`config.mk`:
```
export PLATFORM = sky130hd
export DESIGN_NAME = dapid_track
export DESIGN_NICKNAME = d
export VERILOG_FILES = /design/src/dapid_pkg.sv /design/src/dapid_track.sv
export SDC_FILE = /design/constraint.sdc
export NUM_CORES = 1
export LEC_CHECK = 0
export ABC_AREA = 1
export BUFFER_PORTS_ARGS = -buffer_cell sky130_fd_sc_hd__buf_2
export CAP_MARGIN = 5
export CORE_MARGIN = 1.5
export CORE_UTILIZATION = 58
export CTS_BUF_LIST = sky130_fd_sc_hd__clkbuf_16
export DETAILED_ROUTE_END_ITERATION = 8
export GPL_TIMING_DRIVEN = 0
export HOLD_SLACK_MARGIN = 0.05
export PLACE_DENSITY = 0.83
export SLEW_MARGIN = 0
export SYNTH_ARGS = -nofsm -noshare
export SYNTH_HDL_FRONTEND = slang
export SYNTH_SLANG_ARGS = --single-unit
```
`constraint.sdc`:
```
create_clock -name clock -period 6.85 [get_ports clock]
set_clock_uncertainty 0.15 [all_clocks]
set_input_delay 1.0275 -clock clock [delete_from_list [all_inputs] [get_ports clock]]
set_output_delay 1.0275 -clock clock [all_outputs]
set_load 0.03 [all_outputs]
```
`src/dapid_pkg.sv`:
```
// Shared widths, stage numbering, register indexes and control types of the dual-axis PID loop.
package dapid_pkg;

   localparam int VAL_W     = 32;           // positions, errors and commands
   localparam int ERR_W     = VAL_W + 1;    // raw difference and error delta
   localparam int INTEG_W   = 48;           // integral of errors
   localparam int SUM_W     = INTEG_W + 1;  // integral before clamping
   localparam int GAIN_W    = 48;           // gain registers
   localparam int GAIN_FRAC = 32;           // fractional bits of the gains
   localparam int HALF_W    = GAIN_W / 2;   // width of one partial-product slice
   localparam int PE_W      = VAL_W + HALF_W + 1;
   localparam int PD_W      = ERR_W + HALF_W + 1;
   localparam int PIL_W     = 2 * HALF_W;
   localparam int PIH_W     = 2 * HALF_W + 1;
   localparam int ACC_W     = 98;           // exact sum of the three products
   localparam int Q_W       = ACC_W - GAIN_FRAC;

   localparam logic signed [VAL_W-1:0] VAL_MAX = {1'b0, {(VAL_W-1){1'b1}}};
   localparam logic signed [VAL_W-1:0] VAL_MIN = {1'b1, {(VAL_W-1){1'b0}}};
   localparam logic signed [INTEG_W-1:0] INTEG_MAX = {1'b0, {(INTEG_W-1){1'b1}}};
   localparam logic signed [INTEG_W-1:0] INTEG_MIN = {1'b1, {(INTEG_W-1){1'b0}}};

   localparam logic [GAIN_W-1:0] PROP_GAIN_RST  = 48'd4294967296;
   localparam logic [GAIN_W-1:0] INTEG_GAIN_RST = 48'd43;
   localparam logic [GAIN_W-1:0] DERIV_GAIN_RST = 48'd51539607552;

   localparam int CSR_IDX_W = 2;

   typedef enum logic [CSR_IDX_W-1:0] {
      CSR_PROP  = 2'd0,
      CSR_INTEG = 2'd1,
      CSR_DERIV = 2'd2
   } csr_index_type;

   // Pipeline stages, in the order a word passes through them.
   localparam int STG_IN     = 0;
   localparam int STG_TRACK  = 1;
   localparam int STG_PROD   = 2;
   localparam int STG_TERM   = 3;
   localparam int STG_PAIR   = 4;
   localparam int STG_OUT    = 5;
   localparam int NUM_STAGES = 6;

   typedef struct packed {
      logic [NUM_STAGES-1:0] load;
   } pipe_ctl_type;

endpackage

```
`src/dapid_track.sv`:
```
// Per-axis error, saturating integral and error delta; holds the axis loop state.
module dapid_track (
   input  logic                                    clock,
   input  logic                                    reset,
   input  dapid_pkg::pipe_ctl_type                 ctl,
   input  logic signed [dapid_pkg::VAL_W-1:0]      ref_pos,
   input  logic signed [dapid_pkg::VAL_W-1:0]      meas_pos,
   output logic signed [dapid_pkg::VAL_W-1:0]      err,
   output logic signed [dapid_pkg::INTEG_W-1:0]    integ,
   output logic signed [dapid_pkg::ERR_W-1:0]      diff,
   output logic                                    iclip
);
   import dapid_pkg::*;

   logic signed [ERR_W-1:0]   raw_err;
   logic signed [SUM_W-1:0]   raw_sum;
   logic signed [VAL_W-1:0]   err_in, err_ff;
   logic signed [INTEG_W-1:0] integ_in, integ_ff;
   logic signed [ERR_W-1:0]   diff_in, diff_ff;
   logic                      iclip_in, iclip_ff;

   always_comb begin
      raw_err = ERR_W'(ref_pos) - ERR_W'(meas_pos);
      if (raw_err[ERR_W-1] != raw_err[ERR_W-2]) begin
         err_in = raw_err[ERR_W-1] ? VAL_MIN : VAL_MAX;
      end else begin
         err_in = raw_err[VAL_W-1:0];
      end

      raw_sum  = SUM_W'(integ_ff) + SUM_W'(err_in);
      iclip_in = raw_sum[SUM_W-1] != raw_sum[SUM_W-2];
      if (iclip_in) begin
         integ_in = raw_sum[SUM_W-1] ? INTEG_MIN : INTEG_MAX;
      end else begin
         integ_in = raw_sum[INTEG_W-1:0];
      end

      diff_in = ERR_W'(err_in) - ERR_W'(err_ff);
   end

   // The stage registers double as the loop state: the integral and the
   // previous error are exactly what the last accepted word left behind.
   always_ff @(posedge clock) begin
      if (reset) begin
         err_ff   <= '0;
         integ_ff <= '0;
         diff_ff  <= '0;
         iclip_ff <= 1'b0;
      end else if (ctl.load[STG_TRACK]) begin
         err_ff   <= err_in;
         integ_ff <= integ_in;
         diff_ff  <= diff_in;
         iclip_ff <= iclip_in;
      end
   end

   assign err   = err_ff;
   assign integ = integ_ff;
   assign diff  = diff_ff;
   assign iclip = iclip_ff;

endmodule

```
==> out/metrics.cfg, run 1 <==
[power]
p_switching_mw = 2.67
clockPowerShare = 0.189
powerDensity_nw_per_um2 = 416
p_int_mw = 2.57
combPwrFrac = 0.629
max-vdd-ir-drop_v = 0.000301
power_frac_seq = 0.183
netSwitchingFraction = 0.510
cellLeakagePower_nw = 6.66

[drt]
via_per_inst = 5.63
drt_iter0_drc = 1022
drt-total-wl_um = 33700
num_vias = 11600
wl_per_cell_um = 16.3
detail-route-antenna-nets = 0
remaining_drc_errors = 0
dr.pass1.iters = 5

[run]
max-cap-violations = 0

[floorplanning]
initial_core_util = 0.591
dieArea_um2 = 19100
design.core.area_um2 = 17900
die_width_um = 138
die_h_um = 138
num_rows = 49
num_io_pins = 186

[synth]
syn_area_um2 = 10600
synth_cell_types = 50
ys_seq_area_frac = 0.216
ys_seq_elements = 114
syn-num-nets = 1788
yosysTopAreaCell = dfxtp_1
synth_commonest_cells = nand2_1 (317), inv_1 (244), o21ai_0 (154)
synth_top_area_share = 0.216
postSynthCellCount = 1618
yosysWarnings = 0
syn-mean-instance-area_um2 = 6.54
synth_async_sr_flop_share = 0
ys.flop_type = dfxtp_1
synth_area_leaders = dfxtp_1 (22%), nand2_1 (11%), ha_1 (11%), inv_1 (8.7%), o21ai_0 (7.3%)
synth_edf_count = 0
synthMostInstantiatedCell = nand2_1

[clock_tree]
cts-root-buf = clkbuf_16
cts.sinks = 114
cts_tree = done
cts_htree_levels = 4
clock_path_buffers = 2
clk_latency_ps = 440
cts_buffers = 17
clk_pin_slew_ps = 60

[timing]
worstMarginPinSlew_ps = 762
slew_violations = 0
hold_viol_final = 0
whs_ps = 339
fin_tns_setup_ps = 0
period_share = 0.960
min_period_ps = 6580
setup-violations-final = 0
max_freq_mhz = 152
slew_headroom = 0.487

[worst_setup_path]
cp_data_arrival_time_ps = 6800
cp.required_ps = 7070
worst-path-max-fanout = 10
rr_startpoint = integ[4]
r2r_cells = 20
critical_path_buf_inv_count = 9
ff2ff_setup_slack_ps = 3420
cp_top_family = simple AND/OR/NAND/NOR gates
slowest_delay_ps = 410
crit_path_start_kind = primary input
crit_type = primary input to register
slowest_stage = fa_1
crit_path_end_kind = register
r2r_end = integ[46]

[worst_hold_path]
min_path_cells = 2
whs_endpoint = integ[2]
hold_path_class = register to register
hp-start = integ[2]

[finish]
diodes = 0
final_area_um2 = 12600
nets = 1989
drive_gt1_frac = 0.186
area_delta_synth_final_pct = 18.9

[global_routing]
grt_pass1_wl_um = 54200
grt_pass1_vias = 11000
gr-total-overflow = 0
antenna_found_initial = 0
grt_usage = 0.349
grt_max_degree = 17

[place]
place_area_um2 = 11800
port_buffers = 179
dp_hpwl_um = 26400
gp_congestion = 0.971

[outcome]
status = complete, no violations

## metrics by stage
| stage | instances | setup slack, ps | power [mW] | util |
|---|---|---|---|---|
| 2_1_floorplan | 1618 | 896 | 3.30 | - |
| 3_3_place_gp | 2026 | -733 | 4.01 | 0.657 |
| 3_5_place_dp | 2026 | -912 | 4.06 | 0.657 |
| 4_1_cts | 2058 | 8.97 | 5.09 | 0.695 |
| 5_1_grt | 2061 | -27.8 | 5.60 | 0.703 |
| 6_report | 2061 | 272 | 5.24 | 0.703 |
## area by class of cell
type	instances	area (µm²)
Inverter	252	948
Timing Repair Buffer	182	918
Tap cell	229	287
Multi-Input combinational cell	1203	7240
Buffer	49	272
Sequential cell	114	2280
Fill cell	1586	5320
Clock inverter	15	215
Clock buffer	17	425
## power groups by stage
stage / combinational (mW) / sequential [mW] / clock, mW
after global placement: 3.06 / 0.955 / 0
final: 3.29 / 0.956 / 0.988
after CTS: 3.16 / 0.949 / 0.985
after floorplan: 2.08 / 1.22 / 0
after detailed placement: 3.10 / 0.959 / 0
after global routing: 3.61 / 0.973 / 1.02
## kinds of logic (layout without fill, tap and decap cells)
family | count (synthesis) | after routing | synth area share
AOI/OAI and AO/OA | 435 | 435 | 0.242
xor gates and xnor gates | 100 | 100 | 0.0849
adders and majority gates | 98 | 98 | 0.118
buffers and inverters | 301 | 515 | 0.114
DFF | 114 | 114 | 0.216
and+or+nand+nor | 570 | 570 | 0.225
## what timing repair did
| item | CTS | global route |
|---|---|---|
| gates resized for setup | 17 | 45 |
| endpoints found under the setup margin | 60 | 62 |
| setup buffers | 0 | 3 |
| pin swaps | 0 | 4 |
| hold buffers | 0 | 0 |
| endpoints found under the hold margin | 0 | 0 |
## worst min-delay path, cell delays in order (launching register included)
cell and delay, ps:
dfxtp_1 320, nand2_1 60, a21oi_1 50
## how the worst max path moves through the flow
| stage | start | end | slack (ps) | depth (start not counted) |
|---|---|---|---|---|
| 4_1_cts | ref_pos[0] | integ[9] | 9 | 42 |
| 2_1_floorplan | ref_pos[0] | diff[26] | 900 | 42 |
| 3_3_place_gp | ref_pos[0] | integ[45] | -730 | 42 |
| 6_report | ref_pos[0] | integ[37] | 270 | 41 |
| 3_5_place_dp | ref_pos[0] | integ[9] | -910 | 42 |
| 5_1_grt | ref_pos[0] | integ[46] | -30 | 41 |
## cells in the final DEF, fill, tap and decap left out, drive strengths merged, types with 7 or more instances in the layout
cell	Yosys	routed
nor2	158	158
o41ai	12	12
a21oi	184	184
a31oi	30	30
ha	95	95
nand4	7	7
o21ai	157	157
xor2	62	62
buf	17	200
dfxtp	114	114
a21boi	8	8
nor3	9	9
nand3	47	47
xnor2	38	38
a211oi	10	10
clkbuf	32	48
nand2	340	340
inv	252	254
o211ai	7	7
a21o	10	10
## registers in the layout (all words and copies together), names as in the netlist
register / flops
diff: 33
integ: 48
iclip: 1
err: 32
## metal layers
| layer | global-route usage | vias to the layer above | part of all wire |
|---|---|---|---|
| met5 | 0 | - | 0 |
| met4 | 0.165 | 0 | 0.046 |
| met3 | 0.0620 | 97 | 0.073 |
| met2 | 0.576 | 502 | 0.46 |
| met1 | 0.443 | 5285 | 0.43 |
| li1 | - | 5710 | - |
Note: power is estimated with default switching activity, not from simulation.
==> run 2, diff against run 1 <==
Settings changed: REMOVE_ABC_BUFFERS set to 1.
==> run 2 against run 1 <==
Routed wire length down 9.5%. Clock power down 14%. Via count down 3.7%. Sequential cell count unchanged. Cell count down 2.1%. Power down 5.3%.
==> out/metrics.cfg, run 2 (same netlist as run 1, synthesis figures left out) <==
[place]
port_buffers = 180  ; +0.56%
dp_cells = 1981  ; -2.2%
dp_hpwl_um = 22600  ; -14%
gp_congestion = 0.960  ; -1.2%

[worst_setup_path]
slowest_delay_ps = 690  ; +280 ps
crit_path_end_kind = register
critical_path_buf_inv_count = 5  ; -4
crit_top_cell = nand2_1
critPathLaunch = ref_pos[0]
rr_startpoint = integ[0]
worst-path-max-fanout = 28  ; +18
cp.required_ps = 7060  ; about the same
crit_path_start_kind = primary input
cp_data_arrival_time_ps = 6710  ; -90 ps
slowest_stage = o21ai_0
crit_type = primary input to register
cp_top_family = simple AND/OR/NAND/NOR gates

[finish]
layoutNonFillerInstCount = 2018  ; -2.1%
post-route-util = 0.687  ; -0.0163
fill_cells = 1588  ; +0.13%
multiInputGateArea_um2 = 7220  ; -0.29%
area_delta_synth_final_pct = 16.2
drive_gt1_frac = 0.179  ; -0.00672
layout_common_cells = nand2_1 (314), inv_1 (243), buf_2 (179)
final_common_cell = nand2_1
largest_reg_flops = 48  ; unchanged
regArea_um2 = 2280  ; unchanged
diodes = 0  ; unchanged
nets = 1948  ; -2.1%

[clock_tree]
clock_path_buffers = 2  ; unchanged
cts_hold_buf = 0  ; unchanged
cts-root-buf = clkbuf_16
cts_tree = done
clk_pin_slew_ps = 60  ; about the same
clk_latency_ps = 430  ; about the same
cts.sinks = 114  ; unchanged
cts_htree_levels = 4  ; unchanged
cts_buffers = 17  ; unchanged

[power]
cellLeakagePower_nw = 6.52  ; -2.1%
clockPowerShare = 0.172  ; -0.017
netSwitchingFraction = 0.516  ; +0.00651
combPwrFrac = 0.639  ; +0.010
power_frac_seq = 0.189  ; +0.006
p_int_mw = 2.40  ; -6.6%
p_switching_mw = 2.56  ; -4.1%
max-vdd-ir-drop_v = 0.000222  ; -26%
powerDensity_nw_per_um2 = 403  ; -3.1%

[global_routing]
grt_pass1_wl_um = 48600  ; -10%
grt_max_degree = 66  ; +49
grt_usage = 0.306  ; -0.0431
antenna_found_initial = 0  ; unchanged
grt_pass1_vias = 10400  ; -6.2%
gr-total-overflow = 0  ; unchanged

[floorplanning]
die_h_um = 138  ; unchanged
num_rows = 49  ; unchanged
die_width_um = 138  ; unchanged
dieArea_um2 = 19100  ; unchanged
num_io_pins = 186  ; unchanged
design.core.area_um2 = 17900  ; unchanged
initial_core_util = 0.591  ; unchanged

[timing]
min_period_ps = 6500  ; -78.3 ps
setup-violations-final = 0  ; unchanged
worstMarginPinSlew_ps = 1150  ; +390 ps
period_share = 0.949  ; -0.0114
hold_viol_final = 0  ; unchanged
max_freq_mhz = 154  ; +1.2%
slew_violations = 0  ; unchanged
slew_headroom = 0.232  ; -0.254

[worst_hold_path]
hold_path_class = register to register
hp-start = diff[32]

[outcome]
status = complete, no violations

[drt]
detail-route-antenna-nets = 0  ; unchanged
wl_per_cell_um = 15.1  ; -7.6%
via_per_inst = 5.53  ; -1.7%
remaining_drc_errors = 0  ; unchanged
num_vias = 11200  ; -3.7%
drt_iter0_drc = 724  ; -29%
drt-total-wl_um = 30500  ; -9.5%
dr.pass1.iters = 7  ; +2

[run]
max-cap-violations = 0  ; unchanged

[run 2: cell types whose count changed in the layout (fill, tap and decap cells not counted), moves of 3 or more]
cell       change
o21ai_0       +11
o21ai_1        -5
bufinv_16      -3
buf_2          -3
clkbuf_1      -28
buf_6          -6
buf_1          -3
o21ai_4        -5
a21oi_4        -3
buf_4          -5
buf_12         +3
[run 2: power by group through the flow]
| stage | sequential, mW | clock (mW) | combinational (mW) |
|---|---|---|---|
| floorplan | 1.22 | 0 | 2.03 |
| global placement | 0.941 | 0 | 2.96 |
| detailed placement | 0.949 | 0 | 3.02 |
| CTS | 0.935 | 0.861 | 3.05 |
| global route | 0.957 | 0.884 | 3.49 |
| finish | 0.938 | 0.852 | 3.17 |
[run 2: worst paths after layout]
check | endpoint | slack [ps] | depth (start not counted)
setup / recovery | integ[41] | 350 | 36
hold / removal | diff[32] | 320 | 2
setup reg to reg | integ[41] | 3300 | 20
hold reg to reg | diff[32] | 320 | 2
[run 2: layer usage]
layer	vias to the layer above	GRT usage	routed length, µm
met4	0	0.0964	751
met3	65	0.0478	2150
met2	430	0.509	13900
li1	5636	-	-
met5	-	0	0
met1	5032	0.408	13700
[run 2: stage by stage]
step | power, mW | instance area (µm²) | worst slack, ps | hold slack, ps | setup TNS (ps)
after floorplan | 3.25 | 10300 | 428 | 441 | 0
after global placement | 3.90 | 11500 | -1230 | 306 | -62620
after global routing | 5.33 | 12300 | -14.3 | 348 | -48.0
after CTS | 4.84 | 12200 | 26.1 | 320 | 0
after detailed placement | 3.96 | 11600 | -1340 | 311 | -68970
final | 4.96 | 12300 | 350 | 318 | 0
[run 2: final cells by class]
| type | count | area share |
|---|---|---|
| timing repair buffer | 185 | 0.0796 |
| inverter | 252 | 0.0794 |
| sequential | 114 | 0.186 |
| multi-input combinational | 1207 | 0.587 |
| clock inverter | 13 | 0.0101 |
| timing repair inverter | 1 | 0.000407 |
| clock buffer | 17 | 0.0346 |
| tap | 229 | 0.0233 |
[run 2: worst reg2reg max path: cells and delay by family (launching register included)]
family                   cells  cell delay, ps
buffers and inverters        2             130
adder cells (fa/ha/maj)      2             610
flip-flops                   1             360
AND/OR/NAND/NOR             12            1540
AO/OA/AOI/OAI                4             700
[run 2: repair_timing]
| action | 4_1_cts | 5_1_grt |
|---|---|---|
| buffers inserted | 0 | 2 |
| hold endpoints to repair | 0 | 0 |
| endpoints found under the setup margin | 64 | 64 |
| pin swaps | 0 | 2 |
| gates resized for setup | 9 | 23 |
| cloned | 0 | 5 |
==> run 3, diff against run 2 <==
Settings changed: ABC_AREA 1 to not set, PLACE_DENSITY 0.83 to 0.84.
==> run 3 against run 2 <==
First-iteration DRC count increased by 72%. Maximum frequency decreased by 4.8%. Sequential share of layout area decreased by 0.58 points.
==> out/metrics.cfg, run 3 <==
[finish]
final_area_um2 = 12700  ; +3.2%
final_common_cell = buf_2
diodes = 0  ; unchanged
post-route-util = 0.760  ; +0.0730
area_delta_synth_final_pct = 27.1
fill_cells = 1178  ; -26%
drive_gt1_frac = 0.246  ; +0.0669
regArea_um2 = 2280  ; unchanged
largest_reg_flops = 48  ; unchanged
multiInputGateArea_um2 = 7750  ; +7.4%
layoutNonFillerInstCount = 1774  ; -12%
layout_common_cells = buf_2 (178), nor2_1 (163), dfxtp_1 (114)
nets = 1711  ; -12%

[worst_setup_path]
cp_data_arrival_time_ps = 7000  ; +290 ps
crit_path_end_kind = register
cp.required_ps = 7020  ; -40 ps
crit_type = primary input to register
worst-path-max-fanout = 4  ; -86%
crit_path_start_kind = primary input

[synth]
synth_cell_types = 86  ; +72%
synth_edf_count = 0  ; unchanged
synthMostInstantiatedCell = nor2_1
synth_simple_gate_area_frac = 0.225  ; -0.000516
syn-mean-instance-area_um2 = 7.47  ; +14%
synth.area.mux_share = 0.0223  ; +0.0223
postSynthCellCount = 1337  ; -17%
syn_area_um2 = 9980  ; -5.7%
synth_async_sr_flop_share = 0  ; unchanged
synth_top_family_by_area = compound AO/OA/AOI/OAI gates
ys_seq_elements = 114  ; unchanged
synth_area_leaders = dfxtp_1 (23%), ha_1 (12%), nor2_1 (6.8%), a21oi_1 (5.7%), xnor2_1 (4.2%)
ys_seq_area_frac = 0.229  ; +0.0129
yosysTopAreaCell = dfxtp_1
synth_adder_area_share = 0.128  ; +0.0101
synth_commonest_cells = nor2_1 (181), dfxtp_1 (114), a21oi_1 (113)
ys.flop_type = dfxtp_1
synthXorXnorAreaFrac = 0.0667  ; -0.0182
synth-compound-area-share = 0.266  ; +0.0232
yosysWarnings = 0  ; unchanged
synth_top_area_share = 0.229  ; +0.0129

[drt]
route.met2.wl_um = 15100  ; +8.3%
drt-total-wl_um = 33500  ; +10%
via_per_inst = 6.38  ; +15%
remaining_drc_errors = 0  ; unchanged
wl_per_cell_um = 18.9  ; +25%
top_layer_used = met4
drt_iter0_drc = 1248  ; +72%
detail-route-antenna-nets = 0  ; unchanged
num_vias = 11300  ; +1.5%
dr.pass1.iters = 6  ; -1
met3_length_um = 3520  ; +63%
wl_met1_um = 13400  ; -2.1%

[timing]
min_period_ps = 6830  ; +328 ps
max_freq_mhz = 146  ; -4.8%
whs_ps = 319  ; +0.377 ps
slew_violations = 0  ; unchanged
worstMarginPinSlew_ps = 1280  ; +126 ps
slew_headroom = 0.143  ; -0.0894
hold_viol_final = 0  ; unchanged
period_share = 0.997  ; +0.0478
setup-violations-final = 0  ; unchanged

[clock_tree]
cts-root-buf = clkbuf_16
cts_buffers = 17  ; unchanged
clock_path_buffers = 2  ; unchanged
cts_htree_levels = 4  ; unchanged
clk_latency_ps = 430  ; about the same
clk_pin_slew_ps = 60  ; about the same
cts.sinks = 114  ; unchanged
cts_tree = done

[floorplanning]
dieArea_um2 = 18000  ; -5.5%
design.core.area_um2 = 16700  ; -6.7%
num_rows = 47  ; -4.1%
die_h_um = 134  ; -2.8%
num_io_pins = 186  ; unchanged
initial_core_util = 0.598  ; +0.00663
die_width_um = 134  ; -2.8%

[worst_hold_path]
hold_path_class = register to register

[place]
dp_cells = 1683  ; -15%
port_buffers = 180  ; unchanged
dp_hpwl_um = 21200  ; -6.2%
gp_congestion = 0.922  ; -4.0%
place_area_um2 = 11000  ; -5.3%

[global_routing]
gr-total-overflow = 0  ; unchanged
grt_usage = 0.335  ; +0.0288
grt_pass1_vias = 9996  ; -3.4%
grt_pass1_wl_um = 48800  ; +0.37%
grt_max_degree = 57  ; -14%
antenna_found_initial = 0  ; unchanged

[power]
power_frac_seq = 0.190  ; about the same
combPwrFrac = 0.653  ; +0.014
clockPowerShare = 0.157  ; -0.015
powerDensity_nw_per_um2 = 444  ; +10%
max-vdd-ir-drop_v = 0.000329  ; +48%
p_int_mw = 2.86  ; +19%
p_switching_mw = 2.78  ; +8.5%
cellLeakagePower_nw = 5.77  ; -12%
netSwitchingFraction = 0.492  ; -0.0238

[run]
max-cap-violations = 0  ; unchanged

[outcome]
status = complete, no violations

-- run 3: changes by cell type after synthesis, sizes merged, moves of 17 or more --
cell	previous run	this run
o21a	2	19
o21ai	157	88
mux2i	0	20
xor2	62	28
nand2	340	111
nor3	9	51
nand3	47	24
nor2	158	183
inv	252	96
a21oi	184	114
a21o	10	46
-- run 3: power by group through the flow --
stage	clock, mW	combinational, mW	sequential (mW)
4_1_cts	0.882	3.23	1.05
2_1_floorplan	0	2.02	1.39
3_3_place_gp	0	2.99	1.06
3_5_place_dp	0	3.07	1.07
6_report	0.886	3.68	1.07
5_1_grt	0.912	3.95	1.09
-- run 3: stage by stage --
| stage | TNS [ps] | power, mW | setup slack, ps |
|---|---|---|---|
| after floorplan | -43960 | 3.41 | -981 |
| after global placement | -213060 | 4.06 | -3510 |
| after detailed placement | -130230 | 4.13 | -2420 |
| after CTS | 0 | 5.16 | 4.15 |
| after global routing | -2630 | 5.95 | -186 |
| final | 0 | 5.64 | 22.6 |
-- run 3: what timing repair did --
item	in CTS	in global routing
setup endpoints to repair	70	56
pin swaps	17	46
resized for setup	40	95
hold buffers	0	0
gates cloned	5	3
buffers inserted	22	29
-- run 3: cells by family (layout without fill, tap and decap cells) --
kind of cell    after synthesis  count (layout)
compound gates              395             395
xor+xnor                     76              76
fa+ha+maj                   101             101
buf+inv                     153             362
flops                       114             114
mux                          22              23
simple gates                476             483
-- run 3: per-layer routing --
metal	track usage	vias to the layer above
met5	0	-
met4	0.138	0
met3	0.0646	175
met2	0.539	747
met1	0.440	5187
li1	-	5217
-- run 3: path summary, 6_finish.rpt --
kind / start / endpoint / slack [ps] / depth (start not counted)
setup / recovery: meas_pos[1] / diff[27] / 20 / 28
hold / removal: err[12] / err[12] / 320 / 2
setup reg to reg: integ[0] / integ[34] / 2910 / 16
hold reg to reg: err[12] / err[12] / 320 / 2
-- run 3: area by class of cell --
| type | instances | share of cell area |
|---|---|---|
| inverters | 97 | 0.0287 |
| flip-flops and latches | 114 | 0.180 |
| multi-input cells | 1078 | 0.611 |
| repair buffers | 233 | 0.114 |
| clock buffers | 17 | 0.0335 |
| well taps | 220 | 0.0217 |
| clock inverters | 15 | 0.0118 |
-- run 3: worst max-delay path, cell delays in order --
cell and delay, ps:
buf_2 100, inv_2 80, ha_4 200, nor2b_2 140, o21a_1 200, o21ai_2 160
a21oi_2 100, a41o_1 260, o2111ai_4 310, a2111oi_4 130, o31ai_2 210, buf_4 170
mux2i_4 330, inv_2 130, a21oi_4 210, inv_1 120, ha_1 280, nor2b_1 140
o21ai_0 400, a21boi_2 180, o211ai_1 330, a31oi_1 180, o21ai_1 360, o31ai_2 90
buf_4 160, o41a_1 390, a311o_1 370, a41o_1 230
